### src/rtl/plcr_div_cell.sv
// ============================================================================
// plcr_div_cell: one bit of a restoring divider
// One quotient bit per cycle while enabled; passes the partial remainder on.
// ============================================================================
module plcr_div_cell #(
  parameter int unsigned NW     = 50,
  parameter int unsigned DW     = 26,
  parameter int unsigned QW     = 25,
  parameter int unsigned BITPOS = 0,
  parameter int unsigned SIDE_W = 1
) (
  input  logic              clk,
  input  logic              rst,
  input  logic              en,
  input  logic              in_valid,
  input  logic [NW-1:0]     in_num,
  input  logic [DW:0]       in_rem,
  input  logic [DW-1:0]     in_den,
  input  logic [QW-1:0]     in_quo,
  input  logic [SIDE_W-1:0] in_side,
  output logic              out_valid,
  output logic [NW-1:0]     out_num,
  output logic [DW:0]       out_rem,
  output logic [DW-1:0]     out_den,
  output logic [QW-1:0]     out_quo,
  output logic [SIDE_W-1:0] out_side
);
  logic [DW+1:0] shifted;
  logic          fits;
  logic [DW:0]   rem_next;
  logic [QW-1:0] quo_next;

  // Remainder stays below the divisor, so shifted fits in DW+2 bits.
  assign shifted = {in_rem, in_num[BITPOS]};
  assign fits    = shifted >= {2'b00, in_den};

  always_comb begin
    quo_next = in_quo;
    if (fits) begin
      rem_next = (DW+1)'(shifted - {2'b00, in_den});
      if (BITPOS < QW) begin
        quo_next[BITPOS % QW] = 1'b1;
      end
    end else begin
      rem_next = shifted[DW:0];
    end
  end

  always_ff @(posedge clk) begin
    if (rst) begin
      out_valid <= 1'b0;
    end else if (en) begin
      out_valid <= in_valid;
    end
  end

  always_ff @(posedge clk) begin
    if (en) begin
      out_num  <= in_num;
      out_rem  <= rem_next;
      out_den  <= in_den;
      out_quo  <= quo_next;
      out_side <= in_side;
    end
  end
endmodule

### config.mk
export PLATFORM = sky130hd
export DESIGN_NAME = plcr_div_cell
export DESIGN_NICKNAME = d
export VERILOG_FILES = /design/src/rtl/plcr_div_cell.sv
export SDC_FILE = /design/constraint.sdc
export NUM_CORES = 1
export LEC_CHECK = 0
export BUFFER_PORTS_ARGS = -buffer_cell sky130_fd_sc_hd__buf_2
export CAP_MARGIN = 25
export CORE_AREA = 2 2 157 159
export CTS_CLUSTER_DIAMETER = 100
export CTS_CLUSTER_SIZE = 10
export DETAILED_ROUTE_END_ITERATION = 10
export DIE_AREA = 0 0 159 161
export HOLD_SLACK_MARGIN = 0.12
export PLACE_DENSITY_LB_ADDON = 0.2
export SETUP_SLACK_MARGIN = 0.15
export SKIP_LAST_GASP = 1
export SLEW_MARGIN = 40
export SYNTH_ARGS = -nofsm -noshare
export SYNTH_HDL_FRONTEND = slang
export SYNTH_SLANG_ARGS = --single-unit
### constraint.sdc
create_clock -name clk -period 4.9 [get_ports clk]
set_clock_uncertainty 0.15 [all_clocks]
set_input_delay 1.47 -clock clk [delete_from_list [all_inputs] [get_ports clk]]
set_output_delay 1.47 -clock clk [all_outputs]
set_load 0.02 [all_outputs]
==> flow_summary.json, run 1 <==
{
  "status": "finished, final reports clean",
  "path_class": "in2reg",
  "vias": 4480,
  "rows": 57,
  "htree_levels": 4,
  "grt_pass1_vias": 4508,
  "cp_slowest_cell": "a211oi_1",
  "cpPeakStageDelay_ps": 460,
  "clockBufferDepth": 2,
  "path_clk_slew_ps": 60,
  "synth-edff-count": 129,
  "stdcell_count": 1042,
  "async_reset_ff_frac": 0,
  "synth_fp_nets": 589,
  "hold_buffers": 0,
  "grt_pass1_wl_um": 26500,
  "worstRegToRegCells": 2,
  "die_w_um": 159,
  "synthCells": 429,
  "gp_congestion": 0.797,
  "gr-usage-all-layers": 0.139,
  "cts_sinks": 130,
  "ir_drop_mv": 0.180,
  "endpoint_kind": "flip-flop",
  "critPathTopFamily": "compound AO/OA/AOI/OAI gates",
  "worst_pin_slew_ps": 610,
  "max_freq_mhz": 250,
  "place_inst": 1010,
  "drt-total-wl_um": 18000,
  "core_mm2": 0.0240,
  "hold_viol_final": 0,
  "utilization": 0.341,
  "synth-seq-cells": 130,
  "fin_crit_sh": 0.815,
  "post_cts_resized": 0,
  "finalCriticalPeriod_ps": 4000,
  "cts_setup_buffers": 0,
  "relSlewSlack": 0.593,
  "maxCapViolations": 0,
  "wire_per_inst_um": 17.3,
  "cts_tree": "done",
  "hp-start": "out_valid",
  "critPathBufInv": 2,
  "hold_end": "out_valid",
  "final_cell_mix": "buf_2, edfxtp_1, inv_1",
  "die_area_mm2": 0.0256,
  "final_common_cell": "buf_2",
  "first_pass_iters": 4,
  "ys.warnings.count": 0,
  "arrival_ps": 3990,
  "powerDensity_mw_per_mm2": 408,
  "hold_ws_ps": 350,
  "synth.avg_cell_area_um2": 13.7,
  "regToRegSetupSlack_ps": 4160,
  "clock_latency_ps": 420,
  "worstPathCellList": "buf_2 -> inv_1 -> ha_1 -> fa_1 -> nand2b_1 -> a21oi_1 -> a211oi_2 -> o2111ai_2 -> nand2_2 -> a211oi_1 -> xor2_1",
  "fin_ws_ps": 905,
  "worstPathRequired_ps": 4890,
  "place_hpwl_um": 13900,
  "r2r_end": "out_valid",
  "leakage_nw": 3.55,
  "ant_nets": 0,
  "worstHoldPathCells": 2,
  "grt_max_degree": 62,
  "io-pin-count": 263,
  "crit_fanout": 24,
  "slew_viol_final": 0,
  "syn_to_final_growth_pct": 39.1,
  "cts_buffers": 17,
  "nets": 865,
  "r2r-start": "out_valid",
  "drive_above_1_share": 0.440,
  "critPathLaunchType": "input pin",
  "die_h_um": 161,
  "initial_core_util": 0.245,
  "drc": 0,
  "seq_area_frac_synth": 0.664,
  "setup_violations": 0,
  "antenna_found_initial": 1,
  "rsz0062_at_grt": "no",
  "drtIter0Drc": 301,
  "synth_area_mm2": 0.00587,
  "clock-root-buffer": "clkbuf_16",
  "finalSetupTns_ps": 0,
  "overflow": 0,
  "portBuffers": 262,
  "hp-class": "reg2reg",
  "num_antenna_cells": 0,
  "synthDistinctLibCells": 56,
  "viasPerCell": 4.30,
  "ys.flop_type": "edfxtp_1",
  "placement.setup.worst_slack_ps": 449
}
==> worst register-to-register path, stage by stage (launching register included) <==
cell and delay (ps):
dfxtp_1 310, mux2i_1 130, nor2_1 50
==> per-layer routing <==
layer,global-route usage,part of all wire,vias up
li1,-,-,2177
met1,0.163,0.42,2107
met5,0,0.0010,-
met3,0.0375,0.060,18
met2,0.241,0.50,176
met4,0.0570,0.018,2
==> registers in the layout (all words and copies together) (netlist names) <==
signal / count
out_rem: 27
out_den: 26
out_side: 1
out_valid: 1
out_quo: 25
out_num: 50
==> synth_stat cells, drive strengths merged, types with 6 or more instances <==
cell type | n | area [µm²]
a211oi | 12 | 95.1
inv | 33 | 124
nor3 | 8 | 55.1
nand4 | 9 | 62.6
buf | 8 | 61.3
nand2 | 33 | 126
a21oi | 22 | 110
and3 | 6 | 37.5
a21o | 11 | 82.6
nor2 | 21 | 78.8
edfxtp | 129 | 3870
o21ai | 31 | 155
ha | 26 | 325
xor2 | 10 | 87.6
xnor2 | 7 | 61.3
==> report_power, final <==
part | switching, mW | internal [mW] | total [mW]
registers | 0.0284 | 1.36 | 1.39
logic | 0.412 | 0.226 | 0.638
clock network | 0.540 | 0.767 | 1.31
==> logic make-up after synthesis <==
family | synth area share
muxes | 0.00171
AOI/OAI and AO/OA | 0.118
and+or+nand+nor | 0.100
adders and majority gates | 0.0588
xor gates and xnor gates | 0.0254
buffers and inverters | 0.0322
DFF | 0.664
==> how the worst max path moves through the flow <==
stage	cells past startpoint	slack [ps]	from	endpoint
after floorplan	11	1000	in_num[0]	out_rem[22]
after global placement	11	490	in_num[0]	out_rem[26]
after detailed placement	11	450	in_num[0]	out_rem[26]
after CTS	11	900	in_num[0]	out_rem[26]
after global routing	11	730	in_num[0]	out_rem[26]
final	11	900	in_num[0]	out_rem[26]
==> area by class of cell <==
cell class,instances,area [µm²]
fillers,2479,15800
inverters,33,124
multi-input cells,257,1790
clock buffers,18,429
repair buffers,266,1360
flip-flops and latches,130,3890
clock inverters,14,166
well taps,324,405
==> metrics by stage <==
| step | area, µm² | power, mW |
|---|---|---|
| 2_1_floorplan | 5870 | 1.79 |
| 3_3_place_gp | 7570 | 2.05 |
| 3_5_place_dp | 7570 | 2.06 |
| 4_1_cts | 8160 | 3.39 |
| 5_1_grt | 8160 | 3.48 |
| 6_report | 8160 | 3.33 |
Note: power is estimated with default switching activity, not from simulation.
==> run 2: changes to the inputs <==
==> constraint.sdc (replaced) <==
create_clock -name clk -period 4 [get_ports clk]
set_clock_uncertainty 0.15 [all_clocks]
set_input_delay 1.2 -clock clk [delete_from_list [all_inputs] [get_ports clk]]
set_output_delay 1.2 -clock clk [all_outputs]
set_load 0.02 [all_outputs]
==> flow_summary.json, run 2 (synthesis gave the netlist of run 1 again) <==
{
  "overflow": 0,
  "relSlewSlack": 0.618,
  "cts_tree": "done",
  "regToRegSetupSlack_ps": 3270,
  "rsz0062_at_grt": "no",
  "leakage_nw": 3.62,
  "clock_latency_ps": 410,
  "final_common_cell": "buf_2",
  "syn_to_final_growth_pct": 40.9,
  "place_hpwl_um": 13900,
  "path_clk_slew_ps": 70,
  "htree_levels": 4,
  "setup_violations": 0,
  "clockBufferDepth": 2,
  "maxCapViolations": 0,
  "reg.largest.list": "out_num x50, out_rem x27, out_den x26",
  "place_area_mm2": 0.00767,
  "core_mm2": 0.0240,
  "die_area_mm2": 0.0256,
  "vias": 4506,
  "antenna_found_initial": 2,
  "io-pin-count": 263,
  "die_w_um": 159,
  "hold_ws_ps": 352,
  "top_register": "out_num",
  "crit_fanout": 20,
  "initial_core_util": 0.245,
  "fin_ws_ps": 512,
  "grt_pass1_vias": 4450,
  "hold_viol_final": 0,
  "stdcell_count": 1054,
  "hold_buffers": 0,
  "cts_setup_buffers": 0,
  "nets": 877,
  "design_area_mm2": 0.00827,
  "endpoint_kind": "flip-flop",
  "placement.setup.worst_slack_ps": 27.0,
  "portBuffers": 262,
  "drc": 0,
  "viasPerCell": 4.28,
  "largest_reg_flops": 50,
  "grt_max_degree": 64,
  "powerDensity_mw_per_mm2": 496,
  "worstPathRequired_ps": 4060,
  "drt-total-wl_um": 17900,
  "arrival_ps": 3540,
  "max_freq_mhz": 287,
  "post_cts_resized": 0,
  "ant_nets": 0,
  "finalSetupTns_ps": 0,
  "ir_drop_mv": 0.218,
  "gr-usage-all-layers": 0.139,
  "slew_viol_final": 0,
  "final_cell_mix": "buf_2, edfxtp_1, inv_1",
  "place_inst": 1022,
  "gp_congestion": 0.849,
  "drive_above_1_share": 0.449,
  "fin_crit_sh": 0.872,
  "num_antenna_cells": 0,
  "cts_buffers": 17,
  "status": "finished, final reports clean",
  "grt_pass1_wl_um": 26800,
  "wire_per_inst_um": 17.0,
  "hp-class": "reg2reg",
  "clock-root-buffer": "clkbuf_16",
  "die_h_um": 161,
  "worst_pin_slew_ps": 573,
  "path_class": "in2reg",
  "rows": 57,
  "finalCriticalPeriod_ps": 3490,
  "drtIter0Drc": 270,
  "first_pass_iters": 4,
  "critPathLaunchType": "input pin",
  "cts_sinks": 130
}
[run 2: changes by cell type in the layout (fill, tap and decap cells not counted)]
cell	delta
buf_12	+1
buf_4	+11
[run 2: stage by stage]
step,power [mW],util
floorplan,2.20,-
global route,4.29,0.345
global placement,2.54,0.320
detailed placement,2.54,0.320
CTS,4.17,0.345
finish,4.10,0.345
[run 2: layout make-up]
| class | instances | area, µm² |
|---|---|---|
| clock buffers | 18 | 429 |
| multi-input cells | 257 | 1790 |
| clock inverters | 14 | 166 |
| inverters | 33 | 124 |
| fillers | 2484 | 15700 |
| repair buffers | 278 | 1460 |
| flip-flops and latches | 130 | 3890 |
| well taps | 324 | 405 |
[run 2: critical path, stage by stage]
cell,delay (ps)
buf_2,100
inv_1,40
ha_1,220
fa_1,420
nand2b_1,180
a21oi_1,140
buf_4,150
a211oi_2,80
o2111ai_2,240
nand2_2,210
buf_12,220
o31ai_1,340
[run 2: worst paths after layout]
kind	cells after the start	startpoint	end
min reg2reg	2	out_valid	out_valid
max reg2reg	2	out_valid	out_valid
max	12	in_num[0]	out_rem[19]
min	2	out_valid	out_valid
[run 2: metal layers]
| layer | vias to the layer above | share of wire | GRT usage |
|---|---|---|---|
| li1 | 2203 | - | - |
| met1 | 2083 | 0.42 | 0.170 |
| met2 | 199 | 0.49 | 0.238 |
| met3 | 17 | 0.070 | 0.0437 |
| met4 | 4 | 0.011 | 0.0393 |
| met5 | - | 0.0016 | 0 |
[run 2: report_power, final]
group / total (mW) / internal, mW / leakage (nW) / switching [mW]
Sequential: 1.70 / 1.66 / 1.27 / 0.0335
Combinational: 0.800 / 0.296 / 2.06 / 0.504
Clock: 1.61 / 0.940 / 0.283 / 0.666
Total: 4.10 / 2.90 / 3.62 / 1.20
