**config.mk**
```make
export PLATFORM = sky130hd
export DESIGN_NAME = plcr_sqrt_cell
export DESIGN_NICKNAME = d
export VERILOG_FILES = /design/src/rtl/plcr_sqrt_cell.sv
export SDC_FILE = /design/constraint.sdc
export NUM_CORES = 1
export LEC_CHECK = 0
export BUFFER_PORTS_ARGS = -buffer_cell sky130_fd_sc_hd__buf_2
export CAP_MARGIN = 0
export CORE_UTILIZATION = 40
export CTS_CLUSTER_DIAMETER = 100
export DETAILED_ROUTE_END_ITERATION = 16
export PLACE_DENSITY_LB_ADDON = 0.12
export SYNTH_ARGS = -nofsm -noshare
export SYNTH_HDL_FRONTEND = slang
export SYNTH_SLANG_ARGS = --single-unit
export TNS_END_PERCENT = 1
```
**constraint.sdc**
```tcl
create_clock -name clk -period 6.01 [get_ports clk]
set_clock_uncertainty 0.15 [all_clocks]
set_input_delay 1.202 -clock clk [delete_from_list [all_inputs] [get_ports clk]]
set_output_delay 1.202 -clock clk [all_outputs]
set_load 0.1 [all_outputs]
```
**src/rtl/plcr_sqrt_cell.sv**
```systemverilog
// ============================================================================
// plcr_sqrt_cell: one digit of a restoring square root
// One root bit per cycle while enabled; hands the remainder to its neighbor.
// ============================================================================
module plcr_sqrt_cell #(
  parameter int unsigned W     = 52,
  parameter int unsigned SHIFT = 50,
  parameter int unsigned SIDE_W = 1
) (
  input  logic              clk,
  input  logic              rst,
  input  logic              en,
  input  logic              in_valid,
  input  logic [W-1:0]      in_rem,
  input  logic [W-1:0]      in_root,
  input  logic [SIDE_W-1:0] in_side,
  output logic              out_valid,
  output logic [W-1:0]      out_rem,
  output logic [W-1:0]      out_root,
  output logic [SIDE_W-1:0] out_side
);
  logic [W-1:0] bitv;
  logic [W-1:0] trial;
  logic [W-1:0] rem_next;
  logic [W-1:0] root_next;

  assign bitv  = W'(1) << SHIFT;
  assign trial = in_root + bitv;

  always_comb begin
    if (in_rem >= trial) begin
      rem_next  = in_rem - trial;
      root_next = (in_root >> 1) + bitv;
    end else begin
      rem_next  = in_rem;
      root_next = in_root >> 1;
    end
  end

  always_ff @(posedge clk) begin
    if (rst) begin
      out_valid <= 1'b0;
    end else if (en) begin
      out_valid <= in_valid;
    end
  end

  always_ff @(posedge clk) begin
    if (en) begin
      out_rem  <= rem_next;
      out_root <= root_next;
      out_side <= in_side;
    end
  end
endmodule

```
==> flow_summary.toml, run 1 <==
[clock_tree]
clock_tree.buffer_depth = 2
cts_post_setup_buffers_inserted = 0
hold_buffers = 0
clockRootBuffer = "sky130_fd_sc_hd__clkbuf_16"
clock_pin_slew_on_the_worst_setup_and_hold_paths_ps = 70
resized_cells_post_cts = 0
clock_latency_ps = 350
cts_tree = "built"
cts_inserted_buffers = 9
clock-sinks = 106
htree_num_levels = 3

[sta]
finalSetupViolations = 0
maxSlewViolCount = 0
postLayoutSetupSlackWorst_ps = 1260
finalWorstPathRequiredPeriod_ps = 4750
timing_hold_violations_final = 0
finalSetupTns_ps = 0
timing_worst_slew_pin_value_ps = 929
slew_limit_headroom = 0.379
grt_setup_unrepaired = "false"
max_clock_freq_mhz = 211
final.period_utilization = 0.790

[synth]
avgSynthCellArea_um2 = 9.69
synth_cell_types = 57
netlist.top_cell.by_area = "sky130_fd_sc_hd__edfxtp_1"
netlist_area_um2 = 7120
ys_seq_elements = 106
syn_nets = 897
synth_instances = 735
postSynth.asyncResetShare = 0
post_synth_main_area_contributors = "sky130_fd_sc_hd__edfxtp_1, sky130_fd_sc_hd__ha_1, sky130_fd_sc_hd__a21oi_1"
ys.flop_type = "sky130_fd_sc_hd__edfxtp_1"
synth_enable_flop_cells = 105
yosysWarningCount = 0
proportion_of_synthesized_chip_area_in_sequential_cells = 0.445
synth_top_cell_area_share = 0.443

[finish]
layout.nets = 1087
drive_above_1_share = 0.268
layout_overhead_on_the_synthesized_area_pct = 21.3

[place]
placement.io_buffers = 214
detailedPlace.worstSlack_ps = 910
place.gp.congestion = 0.865
place_hpwl_um = 14700

[routing]
post_drt_via_cell_ratio = 5.25
drt_first_iter_violations = 367
routed-via-count = 6064
drt_pre_antenna_iters = 5
drt_wl_total_um = 18900
route.detailed.wl_per_inst_um = 16.4
postRouteAntennaNets = 0
drc = 0

[setup_path]
crit_type = "in2reg"
critical_path_arrival_ps = 4700
critical_path.endpoint_type = "flip-flop"
crit_path_start_kind = "input port"
r2r_cell_count = 2
worst_ep_required_time_ps = 5960
critical_path.max_fanout = 35

[grt]
met1_usage = 0.285
via_count_of_the_first_global_routing_pass = 5894
grt_util_met2 = 0.326
grt_busiest_layer = "met2"
met3_usage = 0.0430
number_of_antenna_violations_at_the_first_check_in_global_routing = 2
grt_usage = 0.208
grt_max_degree = 61
grt_first_pass_wirelength_um = 29700
global_route.overflow_total = 0

[floorplan]
floorplan.die.width_um = 135
num_io_pins = 215
core.rowCount = 48
start_util = 0.410
floorplan.die_area_um2 = 18300
die_y_um = 135
area_inside_the_core_boundary_um2 = 17400

[run]
max-cap-violations = 0

[power]
power.leakage_nw = 3.91
p_per_area_nw_per_um2 = 334
ir_drop_mv = 0.171

[run_status]
run_status = "finished, final reports clean"

[hold_path]
hold_path.class = "reg2reg"
min_delay_path_depth = 2
[final cells by class]
type,instances,area (µm²)
Tap cell,225,282
Clock buffer,11,233
Inverter,61,229
Multi-Input combinational cell,530,3530
Fill cell,1704,8710
Timing Repair Buffer,217,1100
Sequential cell,106,3170
Antenna cell,1,2.50
Clock inverter,5,103
[final timing paths]
check	startpoint	slack, ps	endpoint
worst max-delay path	in_rem[0]	1260	out_rem[19]
worst max register to register	out_valid	5280	out_valid
worst min register to register	out_valid	340	out_valid
worst min-delay path	out_valid	340	out_valid
[worst max-delay path, stage by stage]
cell	delay, ps
sky130_fd_sc_hd__buf_2	90
sky130_fd_sc_hd__inv_1	40
sky130_fd_sc_hd__ha_1	210
sky130_fd_sc_hd__fa_1	410
sky130_fd_sc_hd__nor2b_1	180
sky130_fd_sc_hd__o31a_1	220
sky130_fd_sc_hd__a41oi_1	170
sky130_fd_sc_hd__o21ai_1	470
sky130_fd_sc_hd__o21ai_4	170
sky130_fd_sc_hd__o2111ai_1	290
sky130_fd_sc_hd__and2_2	670
sky130_fd_sc_hd__buf_4	430
sky130_fd_sc_hd__a21oi_1	110
[cells in the mapped netlist, drive strengths merged, types with 5 or more instances]
master,number
edfxtp,105
ha,52
a21o,31
nand2,49
xnor2,25
nor2b,6
a21boi,7
nand3,7
o21a,8
and3,5
a31oi,7
o21bai,16
o21ai,45
xor2,18
nand2b,5
nor2,71
o31ai,7
inv,61
nand4,20
buf,13
a21oi,84
nor3,10
a211oi,7
clkbuf,25
[cells in the final DEF (no fill, tap or decap), types with 3 or more instances in the layout]
| cell | n |
|---|---|
| sky130_fd_sc_hd__a21boi_0 | 7 |
| sky130_fd_sc_hd__o21ai_1 | 3 |
| sky130_fd_sc_hd__a21oi_2 | 10 |
| sky130_fd_sc_hd__o21a_1 | 8 |
| sky130_fd_sc_hd__buf_2 | 213 |
| sky130_fd_sc_hd__ha_1 | 52 |
| sky130_fd_sc_hd__nor3_1 | 10 |
| sky130_fd_sc_hd__nand4_1 | 20 |
| sky130_fd_sc_hd__a31oi_1 | 7 |
| sky130_fd_sc_hd__or3_1 | 3 |
| sky130_fd_sc_hd__xnor2_1 | 25 |
| sky130_fd_sc_hd__and4_1 | 4 |
| sky130_fd_sc_hd__and2_1 | 3 |
| sky130_fd_sc_hd__nor4_1 | 4 |
| sky130_fd_sc_hd__o21ai_0 | 41 |
| sky130_fd_sc_hd__nand2b_1 | 5 |
| sky130_fd_sc_hd__buf_4 | 4 |
| sky130_fd_sc_hd__xor2_1 | 18 |
| sky130_fd_sc_hd__or2_2 | 3 |
| sky130_fd_sc_hd__nand2_1 | 49 |
| sky130_fd_sc_hd__edfxtp_1 | 105 |
| sky130_fd_sc_hd__a41oi_1 | 3 |
| sky130_fd_sc_hd__a21o_1 | 31 |
| sky130_fd_sc_hd__inv_1 | 61 |
| sky130_fd_sc_hd__clkbuf_16 | 9 |
| sky130_fd_sc_hd__o31ai_1 | 7 |
| sky130_fd_sc_hd__o211a_1 | 3 |
| sky130_fd_sc_hd__bufinv_16 | 3 |
| sky130_fd_sc_hd__a211oi_1 | 6 |
| sky130_fd_sc_hd__nor2b_1 | 6 |
| sky130_fd_sc_hd__a21oi_1 | 74 |
| sky130_fd_sc_hd__a221oi_1 | 3 |
| sky130_fd_sc_hd__and3_1 | 5 |
| sky130_fd_sc_hd__nand3_1 | 7 |
| sky130_fd_sc_hd__o21bai_1 | 16 |
| sky130_fd_sc_hd__nor2_1 | 71 |
[cells by family after synthesis]
| family | count (synthesis) | share of synthesized area |
|---|---|---|
| xor+xnor | 43 | 0.0529 |
| buf+inv | 99 | 0.0597 |
| simple gates | 197 | 0.131 |
| flops | 106 | 0.445 |
| compound gates | 236 | 0.215 |
| mux | 1 | 0.00141 |
| fa+ha+maj | 53 | 0.0941 |
[through the flow]
| step | instance area (µm²) | util | instances | total power, mW | hold slack [ps] |
|---|---|---|---|---|---|
| floorplan | 7120 | - | 735 | 1.99 | 821 |
| global placement | 8310 | 0.479 | 1139 | 2.21 | 320 |
| global route | 8640 | 0.498 | 1155 | 3.01 | 381 |
| CTS | 8640 | 0.498 | 1155 | 2.91 | 345 |
| detailed placement | 8310 | 0.479 | 1139 | 2.22 | 328 |
| finish | 8640 | 0.498 | 1156 | 2.89 | 340 |
[metal layers]
| metal | part of all wire | up-vias |
|---|---|---|
| li1 | - | 3057 |
| met1 | 0.47 | 2805 |
| met2 | 0.45 | 180 |
| met3 | 0.063 | 20 |
| met4 | 0.015 | 2 |
| met5 | 0.00069 | - |
[state kept, by name, indices dropped and copies added (netlist names)]
register   cells
out_rem       52
out_root      52
out_side       1
out_valid      1
[power breakdown]
group	internal [mW]	switching, mW
logic	0.266	0.989
clock network	0.408	0.279
registers	0.924	0.0213
(Power assumes the default switching activity.)
==> inputs of run 2 (changes only) <==
==> constraint.sdc (replaced) <==
create_clock -name clk -period 4.9 [get_ports clk]
set_clock_uncertainty 0.15 [all_clocks]
set_input_delay 0.98 -clock clk [delete_from_list [all_inputs] [get_ports clk]]
set_output_delay 0.98 -clock clk [all_outputs]
set_load 0.1 [all_outputs]
==> run 2 against run 1 <==
  * Power grew 19%
  * Setup slack lost 440 ps
  * Critical path depth grew 1
  * Flip-flop and latch count is the same
  * Core utilization is essentially flat
  * Cell count grew 0.35%
  * Die area is the same
  * Combinational power grew 23%
  * Register-to-register slack lost 1100 ps
  * Critical endpoint is now out_rem[6]
  * Largest power group unchanged
  * Highest routed layer unchanged
==> flow_summary.toml, run 2 (same netlist as run 1, synthesis figures left out) <==
[place]
place_hpwl_um = 14700
placement.io_buffers = 214
place.gp.congestion = 0.868

[finish]
layout.nets = 1093
drive_above_1_share = 0.271
commonest_cells_after_routing_fill_and_taps_aside = "sky130_fd_sc_hd__buf_2, sky130_fd_sc_hd__edfxtp_1, sky130_fd_sc_hd__a21oi_1, sky130_fd_sc_hd__nor2_1, sky130_fd_sc_hd__inv_1"
layout_overhead_on_the_synthesized_area_pct = 21.3
layout_top_registers = "out_rem: 52 flops, out_root: 52 flops"
layout_commonest_cell = "sky130_fd_sc_hd__buf_2"
count_of_fill_cells_added_during_filler_insertion = 1669
diodes_inserted = 0

[floorplan]
num_io_pins = 215
core.rowCount = 48
die_y_um = 135
floorplan.die.width_um = 135
start_util = 0.410
floorplan.die_area_um2 = 18300
area_inside_the_core_boundary_um2 = 17400

[sta]
hold_ws_ps = 337
timing_worst_slew_pin_value_ps = 1010
timing_hold_violations_final = 0
maxSlewViolCount = 0
max_clock_freq_mhz = 245
finalSetupTns_ps = 0
finalWorstPathRequiredPeriod_ps = 4080
slew_limit_headroom = 0.324
finalSetupViolations = 0
grt_setup_unrepaired = "false"
final.period_utilization = 0.832

[setup_path]
worst_ep_required_time_ps = 4840
critical_path_arrival_ps = 4020
critical_path.endpoint_type = "flip-flop"
crit_type = "in2reg"
crit_path_start_kind = "input port"
critical_path.max_fanout = 20

[clock_tree]
cts_inserted_buffers = 9
resized_cells_post_cts = 0
clock_pin_slew_on_the_worst_setup_and_hold_paths_ps = 70
cts_post_setup_buffers_inserted = 0
clockRootBuffer = "sky130_fd_sc_hd__clkbuf_16"
clock-sinks = 106
clock_latency_ps = 350
hold_buffers = 0
cts_tree = "built"
clock_tree.buffer_depth = 2
htree_num_levels = 3

[power]
power.leakage_nw = 3.92
ir_drop_mv = 0.190
p_per_area_nw_per_um2 = 396
finalPower_mw = 3.42

[grt]
grt_max_degree = 75
global_route.overflow_total = 0
number_of_antenna_violations_at_the_first_check_in_global_routing = 2
grt_first_pass_wirelength_um = 29400
via_count_of_the_first_global_routing_pass = 5881
grt_usage = 0.205

[run_status]
run_status = "finished, final reports clean"

[routing]
routed-via-count = 6048
postRouteAntennaNets = 0
drt_wl_total_um = 18600
drc = 0
post_drt_via_cell_ratio = 5.21
drt_pre_antenna_iters = 4
drt_first_iter_violations = 365
route.detailed.wl_per_inst_um = 16.0

[run]
max-cap-violations = 0

[hold_path]
hold_path.class = "reg2reg"
-- run 2: cell types whose count changed in the layout (fill, tap and decap cells not counted), sizes merged --
cell	delta
diode	-1
clkinv	+2
bufinv	-2
clkinvlp	-1
buf	+6
-- run 2: worst paths after layout --
| check | startpoint | endpoint | slack, ps | cells after the start |
|---|---|---|---|---|
| max | in_rem[0] | out_rem[6] | 820 | 14 |
| min | out_valid | out_valid | 340 | 2 |
| max reg2reg | out_valid | out_valid | 4170 | 2 |
| min reg2reg | out_valid | out_valid | 340 | 2 |
-- run 2: through the flow --
step,instances,area (µm²),setup slack [ps],utilization
after floorplan,735,7120,1100,-
after global placement,1145,8360,633,0.482
after detailed placement,1145,8360,422,0.482
after CTS,1160,8640,821,0.498
after global routing,1160,8640,536,0.498
final,1160,8640,822,0.498
-- run 2: layer usage --
| metal | up-vias | global-route usage | part of all wire |
|---|---|---|---|
| met1 | 2785 | 0.283 | 0.49 |
| met2 | 170 | 0.325 | 0.44 |
| met3 | 19 | 0.0378 | 0.057 |
| met5 | - | 0 | 0.00070 |
| li1 | 3072 | - | - |
| met4 | 2 | 0.0637 | 0.014 |
-- run 2: layout make-up --
type / count / area, µm² / area share
tap: 225 / 282 / 0.0326
clock inverter: 4 / 43.8 / 0.00507
inverter: 61 / 229 / 0.0265
timing repair buffer: 223 / 1150 / 0.134
clock buffer: 11 / 233 / 0.0269
multi-input combinational: 530 / 3530 / 0.408
sequential: 106 / 3170 / 0.367
-- run 2: worst max-delay path, cell delays in order --
cell	delay (ps)
sky130_fd_sc_hd__buf_2	90
sky130_fd_sc_hd__inv_1	40
sky130_fd_sc_hd__ha_1	220
sky130_fd_sc_hd__fa_1	410
sky130_fd_sc_hd__nor2b_1	170
sky130_fd_sc_hd__o31a_1	220
sky130_fd_sc_hd__a41oi_1	190
sky130_fd_sc_hd__o21ai_1	330
sky130_fd_sc_hd__o21ai_4	150
sky130_fd_sc_hd__o2111ai_1	280
sky130_fd_sc_hd__nand2_1	450
sky130_fd_sc_hd__buf_4	330
sky130_fd_sc_hd__nand2_1	60
sky130_fd_sc_hd__o21ai_0	90
-- run 2: power by group --
group / switching (mW) / internal, mW / total, mW / leakage, nW
sequential: 0.0238 / 1.13 / 1.16 / 1.04
combinational: 1.21 / 0.337 / 1.55 / 2.75
clock: 0.325 / 0.391 / 0.716 / 0.137
==> inputs of run 3 (changes only) <==
--- a/config.mk
+++ b/config.mk
@@ -5,6 +5,7 @@
 export SDC_FILE = /design/constraint.sdc
 export NUM_CORES = 1
 export LEC_CHECK = 0
+export ABC_AREA = 1
 export BUFFER_PORTS_ARGS = -buffer_cell sky130_fd_sc_hd__buf_2
 export CAP_MARGIN = 0
 export CORE_UTILIZATION = 40
==> constraint.sdc (replaced) <==
create_clock -name clk -period 4.05 [get_ports clk]
set_clock_uncertainty 0.15 [all_clocks]
set_input_delay 0.81 -clock clk [delete_from_list [all_inputs] [get_ports clk]]
set_output_delay 0.81 -clock clk [all_outputs]
set_load 0.1 [all_outputs]
==> run 3 against run 2 <==
  * Cell count increased by 56%
  * Clock-buffer cell count decreased by 1
  * Setup slack got worse by 490 ps
  * Non-clock buffer count decreased by 2
  * Critical path depth decreased by 2
  * Core utilization decreased by 0.69 points
  * Flip-flop and latch count unchanged
  * Wire length increased by 51%
  * Sequential power increased by 21%
  * Register-to-register slack got worse by 840 ps
  * Synthesized cell count increased by 78%
  * Hold slack improved by 10 ps
  * Critical path type unchanged
  * Highest routed layer is now met4
==> flow_summary.toml, run 3 <==
[sta]
finalWorstPathRequiredPeriod_ps = 3710
grt_setup_unrepaired = "false"
hold_ws_ps = 347
timing_worst_slew_pin_value_ps = 890
finalSetupViolations = 0
maxSlewViolCount = 0
slew_limit_headroom = 0.405
finalSetupTns_ps = 0
max_clock_freq_mhz = 269
final.period_utilization = 0.917
timing_hold_violations_final = 0

[grt]
global_route.overflow_total = 0
grt_first_pass_wirelength_um = 43000
number_of_antenna_violations_at_the_first_check_in_global_routing = 0
grt_usage = 0.254
via_count_of_the_first_global_routing_pass = 8054
grt_max_degree = 58

[clock_tree]
clock-sinks = 106
clock_tree.buffer_depth = 2
clockRootBuffer = "sky130_fd_sc_hd__clkbuf_16"
htree_num_levels = 3
cts_inserted_buffers = 9
clock_pin_slew_on_the_worst_setup_and_hold_paths_ps = 80
hold_buffers = 0
cts_tree = "built"
cts_post_setup_buffers_inserted = 0
clock_latency_ps = 360
resized_cells_post_cts = 0

[setup_path]
worst_ep_required_time_ps = 4010
r2r_endpoint = "out_valid"
r2r_cell_count = 2
critical_path_arrival_ps = 3670
reg2reg_setup_slack_ps = 3330
critical_path.endpoint_type = "flip-flop"
crit_path_start_kind = "input port"
crit_path_end = "out_rem[10]"
crit_type = "in2reg"
critical_path.reg2reg.startpoint = "out_valid"
critPathLaunch = "in_root[50]"
critical_path.max_fanout = 34

[floorplan]
area_inside_the_core_boundary_um2 = 21300
start_util = 0.412
floorplan.die.width_um = 150
num_io_pins = 215
die_y_um = 150
floorplan.die_area_um2 = 22500
core.rowCount = 53

[routing]
drc = 0
post_drt_via_cell_ratio = 4.66
route.detailed.wl_per_inst_um = 15.6
drt_wl_total_um = 28100
drt_pre_antenna_iters = 5
drt_first_iter_violations = 457
postRouteAntennaNets = 0
routed-via-count = 8429

[synth]
post_synth_main_area_contributors = "sky130_fd_sc_hd__edfxtp_1, sky130_fd_sc_hd__nand2_1, sky130_fd_sc_hd__inv_1"
synth_top_cell_area_share = 0.359
avgSynthCellArea_um2 = 6.71
proportion_of_synthesized_chip_area_in_sequential_cells = 0.362
netlist_area_um2 = 8780
ys_seq_elements = 106
synth_most_common_cell = "sky130_fd_sc_hd__nand2_1"
netlist.top_cell.by_area = "sky130_fd_sc_hd__edfxtp_1"
yosysWarningCount = 0
synth_enable_flop_cells = 105
synth_common_cells = "sky130_fd_sc_hd__nand2_1, sky130_fd_sc_hd__inv_1, sky130_fd_sc_hd__edfxtp_1"
postSynth.asyncResetShare = 0
syn_nets = 1471
ys.flop_type = "sky130_fd_sc_hd__edfxtp_1"
synth_instances = 1309
synth_cell_types = 36

[power]
ir_drop_mv = 0.212
power.leakage_nw = 5.94
p_per_area_nw_per_um2 = 411

[finish]
drive_above_1_share = 0.170
diodes_inserted = 0
commonest_cells_after_routing_fill_and_taps_aside = "sky130_fd_sc_hd__nand2_1, sky130_fd_sc_hd__inv_1, sky130_fd_sc_hd__buf_2, sky130_fd_sc_hd__edfxtp_1, sky130_fd_sc_hd__nor2_1"
layout_overhead_on_the_synthesized_area_pct = 19.1
layout.nets = 1689
layout_commonest_cell = "sky130_fd_sc_hd__nand2_1"
layout_top_registers = "out_rem: 52 flops, out_root: 52 flops"

[hold_path]
hold_path.class = "reg2reg"

[run_status]
run_status = "finished, final reports clean"

[run]
max-cap-violations = 0

[place]
place.gp.congestion = 0.967
place_hpwl_um = 23400
placement.io_buffers = 214
[run 3: where the power goes]
| group | internal [mW] | total, mW | switching [mW] |
|---|---|---|---|
| logic | 0.401 | 2.02 | 1.62 |
| clock network | 0.427 | 0.869 | 0.442 |
| registers | 1.37 | 1.40 | 0.0333 |
[run 3: cell families after synthesis]
group	count (synthesis)	share of synthesized area
and+or+nand+nor	716	0.341
buffers and inverters	334	0.148
DFF	106	0.362
AOI/OAI and AO/OA	70	0.0435
adders and majority gates	53	0.0764
xor gates and xnor gates	29	0.0289
muxes	1	0.00114
[run 3: final cells by class]
cell class / count / area, µm²
Multi-Input combinational cell: 869 / 4310
Timing Repair Buffer: 221 / 1150
Clock buffer: 10 / 229
Inverter: 320 / 1200
Clock inverter: 6 / 47.5
Fill cell: 2290 / 10800
Tap cell: 275 / 344
Sequential cell: 106 / 3170
[run 3: worst max-delay path: stages]
cell and delay [ps]:
sky130_fd_sc_hd__buf_2 120, sky130_fd_sc_hd__xnor2_1 120, sky130_fd_sc_hd__ha_1 320, sky130_fd_sc_hd__a21oi_1 250
sky130_fd_sc_hd__o21ai_0 160, sky130_fd_sc_hd__a21oi_1 230, sky130_fd_sc_hd__nand2_1 130, sky130_fd_sc_hd__a21oi_4 700
sky130_fd_sc_hd__nand3_4 300, sky130_fd_sc_hd__buf_4 340, sky130_fd_sc_hd__nand2_1 90, sky130_fd_sc_hd__o21ai_0 70
[run 3: layer usage]
layer / vias up / global-route usage / wire length, µm
met2: 239 / 0.395 / 11900
met5: - / 0 / 0
met4: 0 / 0.0652 / 399
li1: 4433 / - / -
met3: 20 / 0.0264 / 1420
met1: 3737 / 0.372 / 14400
[run 3: how the worst min path moves through the flow]
stage | startpoint | depth (start not counted) | slack [ps] | to
4_1_cts | out_valid | 2 | 360 | out_valid
3_5_place_dp | out_valid | 2 | 340 | out_valid
5_1_grt | out_valid | 2 | 380 | out_valid
2_1_floorplan | rst | 1 | 730 | out_valid
6_report | out_valid | 2 | 350 | out_valid
3_3_place_gp | out_valid | 2 | 330 | out_valid
[run 3: through the flow]
| stage | total power [mW] | setup slack (ps) | cell area, µm² | std cells | util |
|---|---|---|---|---|---|
| finish | 4.29 | 337 | 10500 | 1807 | 0.491 |
| floorplan | 3.02 | 1220 | 8780 | 1309 | - |
| global route | 4.49 | 107 | 10500 | 1807 | 0.491 |
| CTS | 4.32 | 396 | 10500 | 1807 | 0.491 |
| detailed placement | 3.45 | 18.7 | 10200 | 1791 | 0.478 |
| global placement | 3.44 | 41.2 | 10200 | 1791 | 0.478 |
